`src/hw/rtl/nssd_pkg.sv`:
```
`timescale 1ns / 1ps
// ----------------------------------------------------------------------------
// nssd_pkg
// shared types and constants of the nrzi slope sync deframer
// ----------------------------------------------------------------------------
package nssd_pkg;

	localparam int unsigned WORD_BITS  = 10;
	localparam int unsigned SYNC_BITS  = 9;
	localparam int unsigned COUNT_BITS = 4;

	localparam logic [SYNC_BITS-1:0]  SYNC_MASK    = 9'h1ff;
	localparam logic [SYNC_BITS-1:0]  SYNC_PATTERN = 9'h111;
	localparam logic [COUNT_BITS-1:0] WORD_PERIOD  = 4'd10;

	localparam logic CMD_SAMPLE  = 1'b0;
	localparam logic CMD_CARRIER = 1'b1;

	typedef struct packed {
		logic sample_step;
		logic carrier_lost;
	} ctrl_t;

	typedef struct packed {
		logic                 emit;
		logic [WORD_BITS-1:0] word;
		logic                 is_sync;
	} frame_t;

endpackage

```
`src/hw/rtl/nssd_if.sv`:
```
`timescale 1ns / 1ps
// ----------------------------------------------------------------------------
// nssd_if
// sample and word stream channels with valid / ready handshake
// ----------------------------------------------------------------------------
interface nssd_sample_if #(
	parameter int SAMPLE_WIDTH = 16
);
	logic                           valid;
	logic                           ready;
	logic                           cmd;
	logic signed [SAMPLE_WIDTH-1:0] sample;
	logic                           carrier_present;

	modport source (output valid, output cmd, output sample, output carrier_present,
		input ready);
	modport sink (input valid, input cmd, input sample, input carrier_present,
		output ready);
endinterface

interface nssd_word_if;
	logic                          valid;
	logic                          ready;
	logic [nssd_pkg::WORD_BITS-1:0] word;
	logic                          is_sync;

	modport source (output valid, output word, output is_sync, input ready);
	modport sink (input valid, input word, input is_sync, output ready);
endinterface

```
`src/hw/rtl/nssd_slope_decoder.sv`:
```
`timescale 1ns / 1ps
// ----------------------------------------------------------------------------
// nssd_slope_decoder
// sample history and nrzi bit decision from the signs of two slopes
// ----------------------------------------------------------------------------
module nssd_slope_decoder #(
	parameter int SAMPLE_WIDTH = 16
) (
	input  logic                           clk,
	input  logic                           arst_n,
	input  nssd_pkg::ctrl_t                ctrl,
	input  logic signed [SAMPLE_WIDTH-1:0] sample,
	output logic                           dec_bit
);
	import nssd_pkg::*;

	logic signed [SAMPLE_WIDTH-1:0] older_q;
	logic signed [SAMPLE_WIDTH-1:0] newer_q;
	logic                           rise_a;
	logic                           rise_b;

	assign rise_a  = newer_q > older_q;
	assign rise_b  = sample > newer_q;
	assign dec_bit = rise_a ^ rise_b;

	always_ff @(posedge clk or negedge arst_n) begin
		if (!arst_n) begin
			older_q <= '0;
			newer_q <= '0;
		end else if (ctrl.carrier_lost) begin
			older_q <= '0;
			newer_q <= '0;
		end else if (ctrl.sample_step) begin
			older_q <= newer_q;
			newer_q <= sample;
		end
	end

endmodule

```
`src/hw/rtl/nssd_framer.sv`:
```
`timescale 1ns / 1ps
// ----------------------------------------------------------------------------
// nssd_framer
// bit window, sync search and word period counter
// ----------------------------------------------------------------------------
module nssd_framer (
	input  logic             clk,
	input  logic             arst_n,
	input  nssd_pkg::ctrl_t  ctrl,
	input  logic             dec_bit,
	output nssd_pkg::frame_t frame
);
	import nssd_pkg::*;

	logic                  synced_q;
	logic [WORD_BITS-1:0]  window_q;
	logic [COUNT_BITS-1:0] count_q;
	logic [WORD_BITS-1:0]  window_nxt;
	logic [COUNT_BITS-1:0] count_inc;
	logic                  sync_hit;

	assign window_nxt = {window_q[SYNC_BITS-1:0] & SYNC_MASK, dec_bit};
	assign sync_hit   = (window_nxt[SYNC_BITS-1:0] & SYNC_MASK) == SYNC_PATTERN;
	assign count_inc  = count_q + COUNT_BITS'(1);

	always_comb begin
		frame.word    = window_nxt;
		frame.is_sync = sync_hit;
		frame.emit    = sync_hit || (synced_q && count_inc == WORD_PERIOD);
	end

	always_ff @(posedge clk or negedge arst_n) begin
		if (!arst_n) begin
			synced_q <= 1'b0;
			window_q <= '0;
			count_q  <= '0;
		end else if (ctrl.carrier_lost) begin
			synced_q <= 1'b0;
			window_q <= '0;
			count_q  <= '0;
		end else if (ctrl.sample_step) begin
			window_q <= window_nxt;
			if (sync_hit) begin
				synced_q <= 1'b1;
				count_q  <= '0;
			end else if (synced_q) begin
				count_q <= (count_inc == WORD_PERIOD) ? '0 : count_inc;
			end
		end
	end

endmodule

```
`src/hw/rtl/nrzi_slope_sync_deframer.sv`:
```
`timescale 1ns / 1ps
// ----------------------------------------------------------------------------
// nrzi_slope_sync_deframer
// nrzi decoding of read samples by slope sign, sync search and word framing
//
//   channel   direction  payload                         transaction
//   samples   sink       cmd, sample, carrier_present    valid && ready
//   words     source     word, is_sync                   valid && ready
//
// one item per cycle while the words channel is not stalled; an item waits in the
// input register until it can go, and its word, if any, is loaded into the result
// register on the edge on which the item leaves the input register
// arst_n clears the sample history, window, counter and sync state
// a stalled words channel holds the input register only when it carries an
// item that emits a word; other items keep flowing
// ----------------------------------------------------------------------------
module nrzi_slope_sync_deframer #(
	parameter int SAMPLE_WIDTH = 16
) (
	input logic          clk,
	input logic          arst_n,
	nssd_sample_if.sink  samples,
	nssd_word_if.source  words
);
	import nssd_pkg::*;

	logic                           valid_s1;
	logic                           cmd_s1;
	logic signed [SAMPLE_WIDTH-1:0] sample_s1;
	logic                           carrier_s1;

	logic                 out_valid_q;
	logic [WORD_BITS-1:0] word_q;
	logic                 is_sync_q;

	ctrl_t  ctrl;
	frame_t frame;
	logic   dec_bit;
	logic   emit;
	logic   go_s1;

	assign emit  = valid_s1 && (cmd_s1 == CMD_SAMPLE) && frame.emit;
	assign go_s1 = valid_s1 && (!emit || !out_valid_q || words.ready);

	assign ctrl.sample_step  = go_s1 && (cmd_s1 == CMD_SAMPLE);
	assign ctrl.carrier_lost = go_s1 && (cmd_s1 == CMD_CARRIER) && !carrier_s1;

	assign samples.ready = !valid_s1 || go_s1;

	nssd_slope_decoder #(
		.SAMPLE_WIDTH(SAMPLE_WIDTH)
	) u_decoder (
		.clk    (clk),
		.arst_n (arst_n),
		.ctrl   (ctrl),
		.sample (sample_s1),
		.dec_bit(dec_bit)
	);

	nssd_framer u_framer (
		.clk    (clk),
		.arst_n (arst_n),
		.ctrl   (ctrl),
		.dec_bit(dec_bit),
		.frame  (frame)
	);

	// input register
	always_ff @(posedge clk or negedge arst_n) begin
		if (!arst_n) begin
			valid_s1 <= 1'b0;
		end else if (samples.ready) begin
			valid_s1 <= samples.valid;
		end
	end

	always_ff @(posedge clk) begin
		if (samples.ready && samples.valid) begin
			cmd_s1     <= samples.cmd;
			sample_s1  <= samples.sample;
			carrier_s1 <= samples.carrier_present;
		end
	end

	// result register
	always_ff @(posedge clk or negedge arst_n) begin
		if (!arst_n) begin
			out_valid_q <= 1'b0;
		end else if (go_s1 && emit) begin
			out_valid_q <= 1'b1;
		end else if (words.ready) begin
			out_valid_q <= 1'b0;
		end
	end

	always_ff @(posedge clk) begin
		if (go_s1 && emit) begin
			word_q    <= frame.word;
			is_sync_q <= frame.is_sync;
		end
	end

	assign words.valid   = out_valid_q;
	assign words.word    = word_q;
	assign words.is_sync = is_sync_q;

endmodule

```
`src/flat_wrapper.sv`:
```
// flat-port wrapper written by rule: the top's interface ports become plain ports
module nrzi_slope_sync_deframer_flat import nssd_pkg::*;
#(
	parameter int SAMPLE_WIDTH = 16
)
  (clk, arst_n, samples_valid, samples_cmd, samples_sample, samples_carrier_present, samples_ready, words_valid, words_word, words_is_sync, words_ready);
  nssd_sample_if #(.SAMPLE_WIDTH(SAMPLE_WIDTH)) samples_i ();
  nssd_word_if words_i ();
  input logic clk;
  input logic arst_n;
  input wire logic [$bits(samples_i.valid)-1:0] samples_valid;
  input wire logic [$bits(samples_i.cmd)-1:0] samples_cmd;
  input wire logic [$bits(samples_i.sample)-1:0] samples_sample;
  input wire logic [$bits(samples_i.carrier_present)-1:0] samples_carrier_present;
  output wire logic [$bits(samples_i.ready)-1:0] samples_ready;
  output wire logic [$bits(words_i.valid)-1:0] words_valid;
  output wire logic [$bits(words_i.word)-1:0] words_word;
  output wire logic [$bits(words_i.is_sync)-1:0] words_is_sync;
  input wire logic [$bits(words_i.ready)-1:0] words_ready;
  assign samples_i.valid = samples_valid;
  assign samples_i.cmd = samples_cmd;
  assign samples_i.sample = samples_sample;
  assign samples_i.carrier_present = samples_carrier_present;
  assign samples_ready = samples_i.ready;
  assign words_valid = words_i.valid;
  assign words_word = words_i.word;
  assign words_is_sync = words_i.is_sync;
  assign words_i.ready = words_ready;
  nrzi_slope_sync_deframer #(.SAMPLE_WIDTH(SAMPLE_WIDTH)) u_core (.clk(clk), .arst_n(arst_n), .samples(samples_i), .words(words_i));
endmodule
```
`config.mk`:
```
export PLATFORM = sky130hd
export DESIGN_NAME = nrzi_slope_sync_deframer_flat
export DESIGN_NICKNAME = d
export VERILOG_FILES = /design/src/hw/rtl/nssd_pkg.sv /design/src/hw/rtl/nssd_if.sv /design/src/hw/rtl/nssd_slope_decoder.sv /design/src/hw/rtl/nssd_framer.sv /design/src/hw/rtl/nrzi_slope_sync_deframer.sv /design/src/flat_wrapper.sv
export SDC_FILE = /design/constraint.sdc
export NUM_CORES = 1
export LEC_CHECK = 0
export ABC_AREA = 1
export BUFFER_PORTS_ARGS = -buffer_cell sky130_fd_sc_hd__clkbuf_2
export CELL_PAD_IN_SITES_DETAIL_PLACEMENT = 1
export CELL_PAD_IN_SITES_GLOBAL_PLACEMENT = 2
export CORE_MARGIN = 2
export CORE_UTILIZATION = 35
export CTS_CLUSTER_DIAMETER = 40
export DETAILED_ROUTE_END_ITERATION = 7
export PLACE_DENSITY = 0.8
export SLEW_MARGIN = 20
export SYNTH_ARGS = -nofsm -noshare
export SYNTH_HDL_FRONTEND = slang
export SYNTH_SLANG_ARGS = --single-unit
```
`constraint.sdc`:
```
create_clock -name clk -period 3.1 [get_ports clk]
set_input_delay 0.31 -clock clk [delete_from_list [all_inputs] [get_ports clk]]
set_output_delay 0.31 -clock clk [all_outputs]
set_load 0.005 [all_outputs]
```
==> impl.org <==
** Cells and area
- Fraction of layout instances using a drive strength above 1 :: approximately 14%
- The layout has between 1000 and 1500 filler cells.
- N_diodes :: 0
- Sequential standard cell area :: between 2000 and 2500 µm²
- The library cell used most frequently in the layout, excluding fill and tap cells, is sky130_fd_sc_hd__nand2_1.
- Layout Area Growth over Synthesis :: 15.66%
- In the layout the commonest cells are sky130_fd_sc_hd__nand2_1 (177), sky130_fd_sc_hd__inv_1 (57), sky130_fd_sc_hd__dfrtp_1 (48).
- Layout Cell Area excl Fill :: around 4400 µm²
- Cells fill 41.18% of the core in the end.
- After the last flow step, the layout net total stands at 525.
- Multi-input logic area :: about 1500 µm²

** Pwr
- IR analysis of the VDD net gives a maximum drop of ~0.21 mV.
- Summed over all nets, the switching power comes to about 0.00084 W.
- In this run the static leakage power is between 2 and 2.5 nW.
- Internal power of the cells :: between 0.0015 and 0.002 W
- Sw Share :: 31.34%
- Flop pwr share :: between 40% and 50%
- Final total power :: between 0.002 and 0.003 W
- Part of the total power dissipated in the clock network :: roughly a third
- Power spread over the standard cell area amounts to 604.4 nW/µm².
- Per report_power, the combinational group accounts for between 20% and 30% of the total.

** Route
- The first routing iteration left 95 violations.
- Average vias per placed instance :: between 4 and 5
- Residual antenna-violating net count after detailed routing :: 0
- For this block, the routed nets add up to 8682 µm of wire.
- In the routed design, unresolved DRC markers number 0.
- Detail-routed net length per standard cell :: between 10 and 15 µm
- TritonRoute pass-1 iters :: 4
- Detailed-route via count :: between 2000 and 3000

** Placed design
- Routability-driven placement finished with a final weighted congestion of around 0.75.
- In this run the cell area measured after placement is about 4200 µm².
- The count of buffers added on input and output ports is 34.
- Detailed placement ended at an HPWL of around 6000 µm.
- OpenSTA, run right after detailed placement, puts the worst setup slack at -1.266 ps.

** Clock network
- Inserted Clock Buffers :: 9
- TritonCTS built the clock tree.
- After clock tree synthesis, the flow added hold-fix buffers numbering 0.
- Counting every sink on the clock net gives 77.
- After clock tree synthesis, the clock-pin slew on the worst setup and hold paths is roughly 80 ps.
- The tree is rooted in a sky130_fd_sc_hd__clkbuf_8.
- Source-to-sink clock delay at the later pin of the worst-skew pair :: about 360 ps
- Maximum count of clock buffers along a single path :: 2
- The H-tree was split into 3 levels.

** Global route
- The via count of the first global-routing pass came to 3008.
- Entering global routing, the biggest net connects 47 pins.
- Wire length of the first global-routing pass :: ~14000 µm
- The initial antenna violation count was 0.
- Global routing consumed, over all layers together, around 16% of the routing resources.
- Total global routing overflow :: 0

** Logic synthesis
- The synthesized netlist devotes 11.07% of its cell area to adder and majority cells.
- Summing every instance area after synthesis gives slightly below 4000 µm².
- Of the total synthesized cell area, the portion taken by AND, OR, NAND and NOR gates is a little under a quarter.
- Of the total synthesized cell area, the portion taken by XOR and XNOR cells is 0.4559%.
- Synth Net Count :: slightly below 500
- Multiplexer share of the synthesized area :: 0%
- Sequential cells were found to cover 53.92% of the synthesized design area.
- Count of unique library cells instantiated by Yosys :: 21
- Average cell area after synthesis :: between 9 and 10 µm²
- The synthesized netlist devotes under 10% of its cell area to compound gates.
- Synthesis handed over a netlist of 425 instances.
- Synthesis inferred slightly below 80 register bits.
- Dominant cell type by area after synthesis :: sky130_fd_sc_hd__dfrtp_1
- Ranked by total cell area, the synthesized netlist is headed by sky130_fd_sc_hd__dfrtp_1 (31%), sky130_fd_sc_hd__edfxtp_1 (23%), sky130_fd_sc_hd__nand2_1 (17%).
- Area share of the largest cell type after synthesis :: a little under a third
- The Yosys step of the flow raised 0 warnings.
- Main combinational cell family by area after synthesis :: simple AND/OR/NAND/NOR gates

** Floorplanning
- The die covers 11830 µm².
- From bottom edge to top edge, the die measures roughly 110 µm.
- Cell row count :: 38
- The core region is 10790 µm².
- Pin placement for this block handled 35 I/O pins.
- For this configuration, the core starts out at a cell density of between 30 and 40%.
- Width of the die :: 108.8 µm

** Critical path
- Arr. time, crit path :: roughly 2500 ps
- Worst Path Class, Setup :: flip-flop to primary output
- Cell depth of the worst flop-to-flop path :: 16
- Worst setup SP type :: flip-flop
- The worst setup path is captured at a primary output.
- Data on the critical path is required at its endpoint by around 2800 ps.
- CP max FO :: 7

** Timing
- Final-report hold violation count :: 0
- Setup violations remaining at the end of the flow were counted as 0.
- Setup repair after global routing left no endpoint under its margin.
- Time the final worst path needs with I/O delays and setup :: roughly 2800 ps
- Post-route setup slack :: about 270 ps
- Clock skew on the completed layout was measured at roughly 10 ps.
- At the pin with the least slew margin, the transition time is about 850 ps.
- Final clock period utilization by the worst path :: between 90% and 100%
- Slew Limit Fails :: 0
- Sum of negative setup slack :: 0 ps
- Max-Slew Margin vs Limit :: roughly 43%
- Fmax :: 353.8 MHz

** Run status
- Result of the run :: completed

** Job
- Maxcap violations :: 0

** Min path
- Hold Crit Class :: input pin to async pin
what timing repair did:
action,in CTS,in global routing
pin swaps,0,1
resized for setup,1,4
setup buffers,0,1
endpoints found under the setup margin,21,24
gates cloned,1,1
layout make-up:
type | count | share of cell area, %
flip-flops and latches | 77 | 46.62
multi-input cells | 284 | 34.21
repair buffers | 40 | 5.405
inverters | 57 | 4.814
well taps | 140 | 3.941
clock buffers | 9 | 2.787
clock inverters | 7 | 2.224
cells in the mapped netlist:
cell / count
sky130_fd_sc_hd__nand2_2: 1
sky130_fd_sc_hd__a21o_1: 2
sky130_fd_sc_hd__nand3_2: 1
sky130_fd_sc_hd__xnor2_1: 2
sky130_fd_sc_hd__a21oi_4: 1
sky130_fd_sc_hd__buf_6: 5
sky130_fd_sc_hd__nand4_1: 4
sky130_fd_sc_hd__edfxtp_1: 29
sky130_fd_sc_hd__nor2_1: 21
sky130_fd_sc_hd__nand2_1: 177
sky130_fd_sc_hd__inv_1: 57
sky130_fd_sc_hd__buf_2: 4
sky130_fd_sc_hd__nor2_4: 1
sky130_fd_sc_hd__nor4_2: 1
sky130_fd_sc_hd__or4_1: 1
sky130_fd_sc_hd__o21ai_0: 4
sky130_fd_sc_hd__ha_1: 34
sky130_fd_sc_hd__nor3_2: 2
sky130_fd_sc_hd__dfrtp_1: 48
sky130_fd_sc_hd__a21oi_1: 13
sky130_fd_sc_hd__nand3_1: 17
cells by family after synthesis:
group | count (synthesis)
AO/OA/AOI/OAI | 20
XOR/XNOR | 2
adder cells (fa/ha/maj) | 34
buffers and inverters | 66
flip-flops | 77
AND/OR/NAND/NOR | 226
layer usage:
metal  routed length, µm  global-route usage [%]
met3                 223                   3.048
met5                   0                       0
met1                4140                   21.05
met2                4151                   26.25
met4                 165                   6.868
critical path: stages (launching register included):
cell	delay (ps)
sky130_fd_sc_hd__dfrtp_1	400
sky130_fd_sc_hd__inv_1	60
sky130_fd_sc_hd__ha_1	300
sky130_fd_sc_hd__a21oi_1	180
sky130_fd_sc_hd__o21ai_0	130
sky130_fd_sc_hd__a21oi_1	190
sky130_fd_sc_hd__nand2_1	70
sky130_fd_sc_hd__nand2_1	70
sky130_fd_sc_hd__nand3_1	100
sky130_fd_sc_hd__nand2_1	140
sky130_fd_sc_hd__nand3_4	130
sky130_fd_sc_hd__nand2_4	120
sky130_fd_sc_hd__nand3_2	110
sky130_fd_sc_hd__clkbuf_2	140
power by group through the flow:
stage | registers [W] | clock network, W | logic [W]
2_1_floorplan | 0.00126 | 0 | 0.000406
3_3_place_gp | 0.00129 | 0 | 0.000534
3_5_place_dp | 0.00129 | 0 | 0.000561
4_1_cts | 0.00127 | 0.000891 | 0.000572
5_1_grt | 0.00129 | 0.000922 | 0.000669
6_report | 0.00127 | 0.000853 | 0.000564
stage by stage:
stage | hold WS [ps] | cells
6_report | 45.84 | 614
5_1_grt | 100.2 | 614
4_1_cts | 65.02 | 612
3_5_place_dp | 456.0 | 595
3_3_place_gp | 442.6 | 595
2_1_floorplan | 14.41 | 425
final timing paths:
path	startpoint	endpoint	slack, ps
min	arst_n	u_core.u_decoder.older_q[5]$_DFFE_PN0P_	50
max reg2reg	u_core.u_decoder.newer_q[9]$_DFFE_PN0P_	u_core.u_framer.count_q[1]$_DFFE_PN0P_	320
min in group clk	samples_sample[15]	u_core.sample_s1[15]$_DFFE_PP_	120
max in group asynchronous	arst_n	u_core.u_decoder.newer_q[7]$_DFFE_PN0P_	2380
max	u_core.u_decoder.newer_q[9]$_DFFE_PN0P_	samples_ready	270
min reg2reg	u_core.u_framer.window_q[8]$_DFFE_PN0P_	u_core.words.word[9]$_DFFE_PP_	470
sequential cells by signal, summed over array words and instances (netlist names):
signal                    count
u_core.carrier_s1             1
u_core.cmd_s1                 1
u_core.sample_s1             16
u_core.u_decoder.newer_q     16
u_core.u_decoder.older_q     16
u_core.u_framer.count_q       4
u_core.u_framer.synced_q      1
u_core.u_framer.window_q      9
u_core.valid_s1               1
u_core.words.is_sync          1
u_core.words.valid            1
u_core.words.word            10
Power figures use the tool's default switching activity.
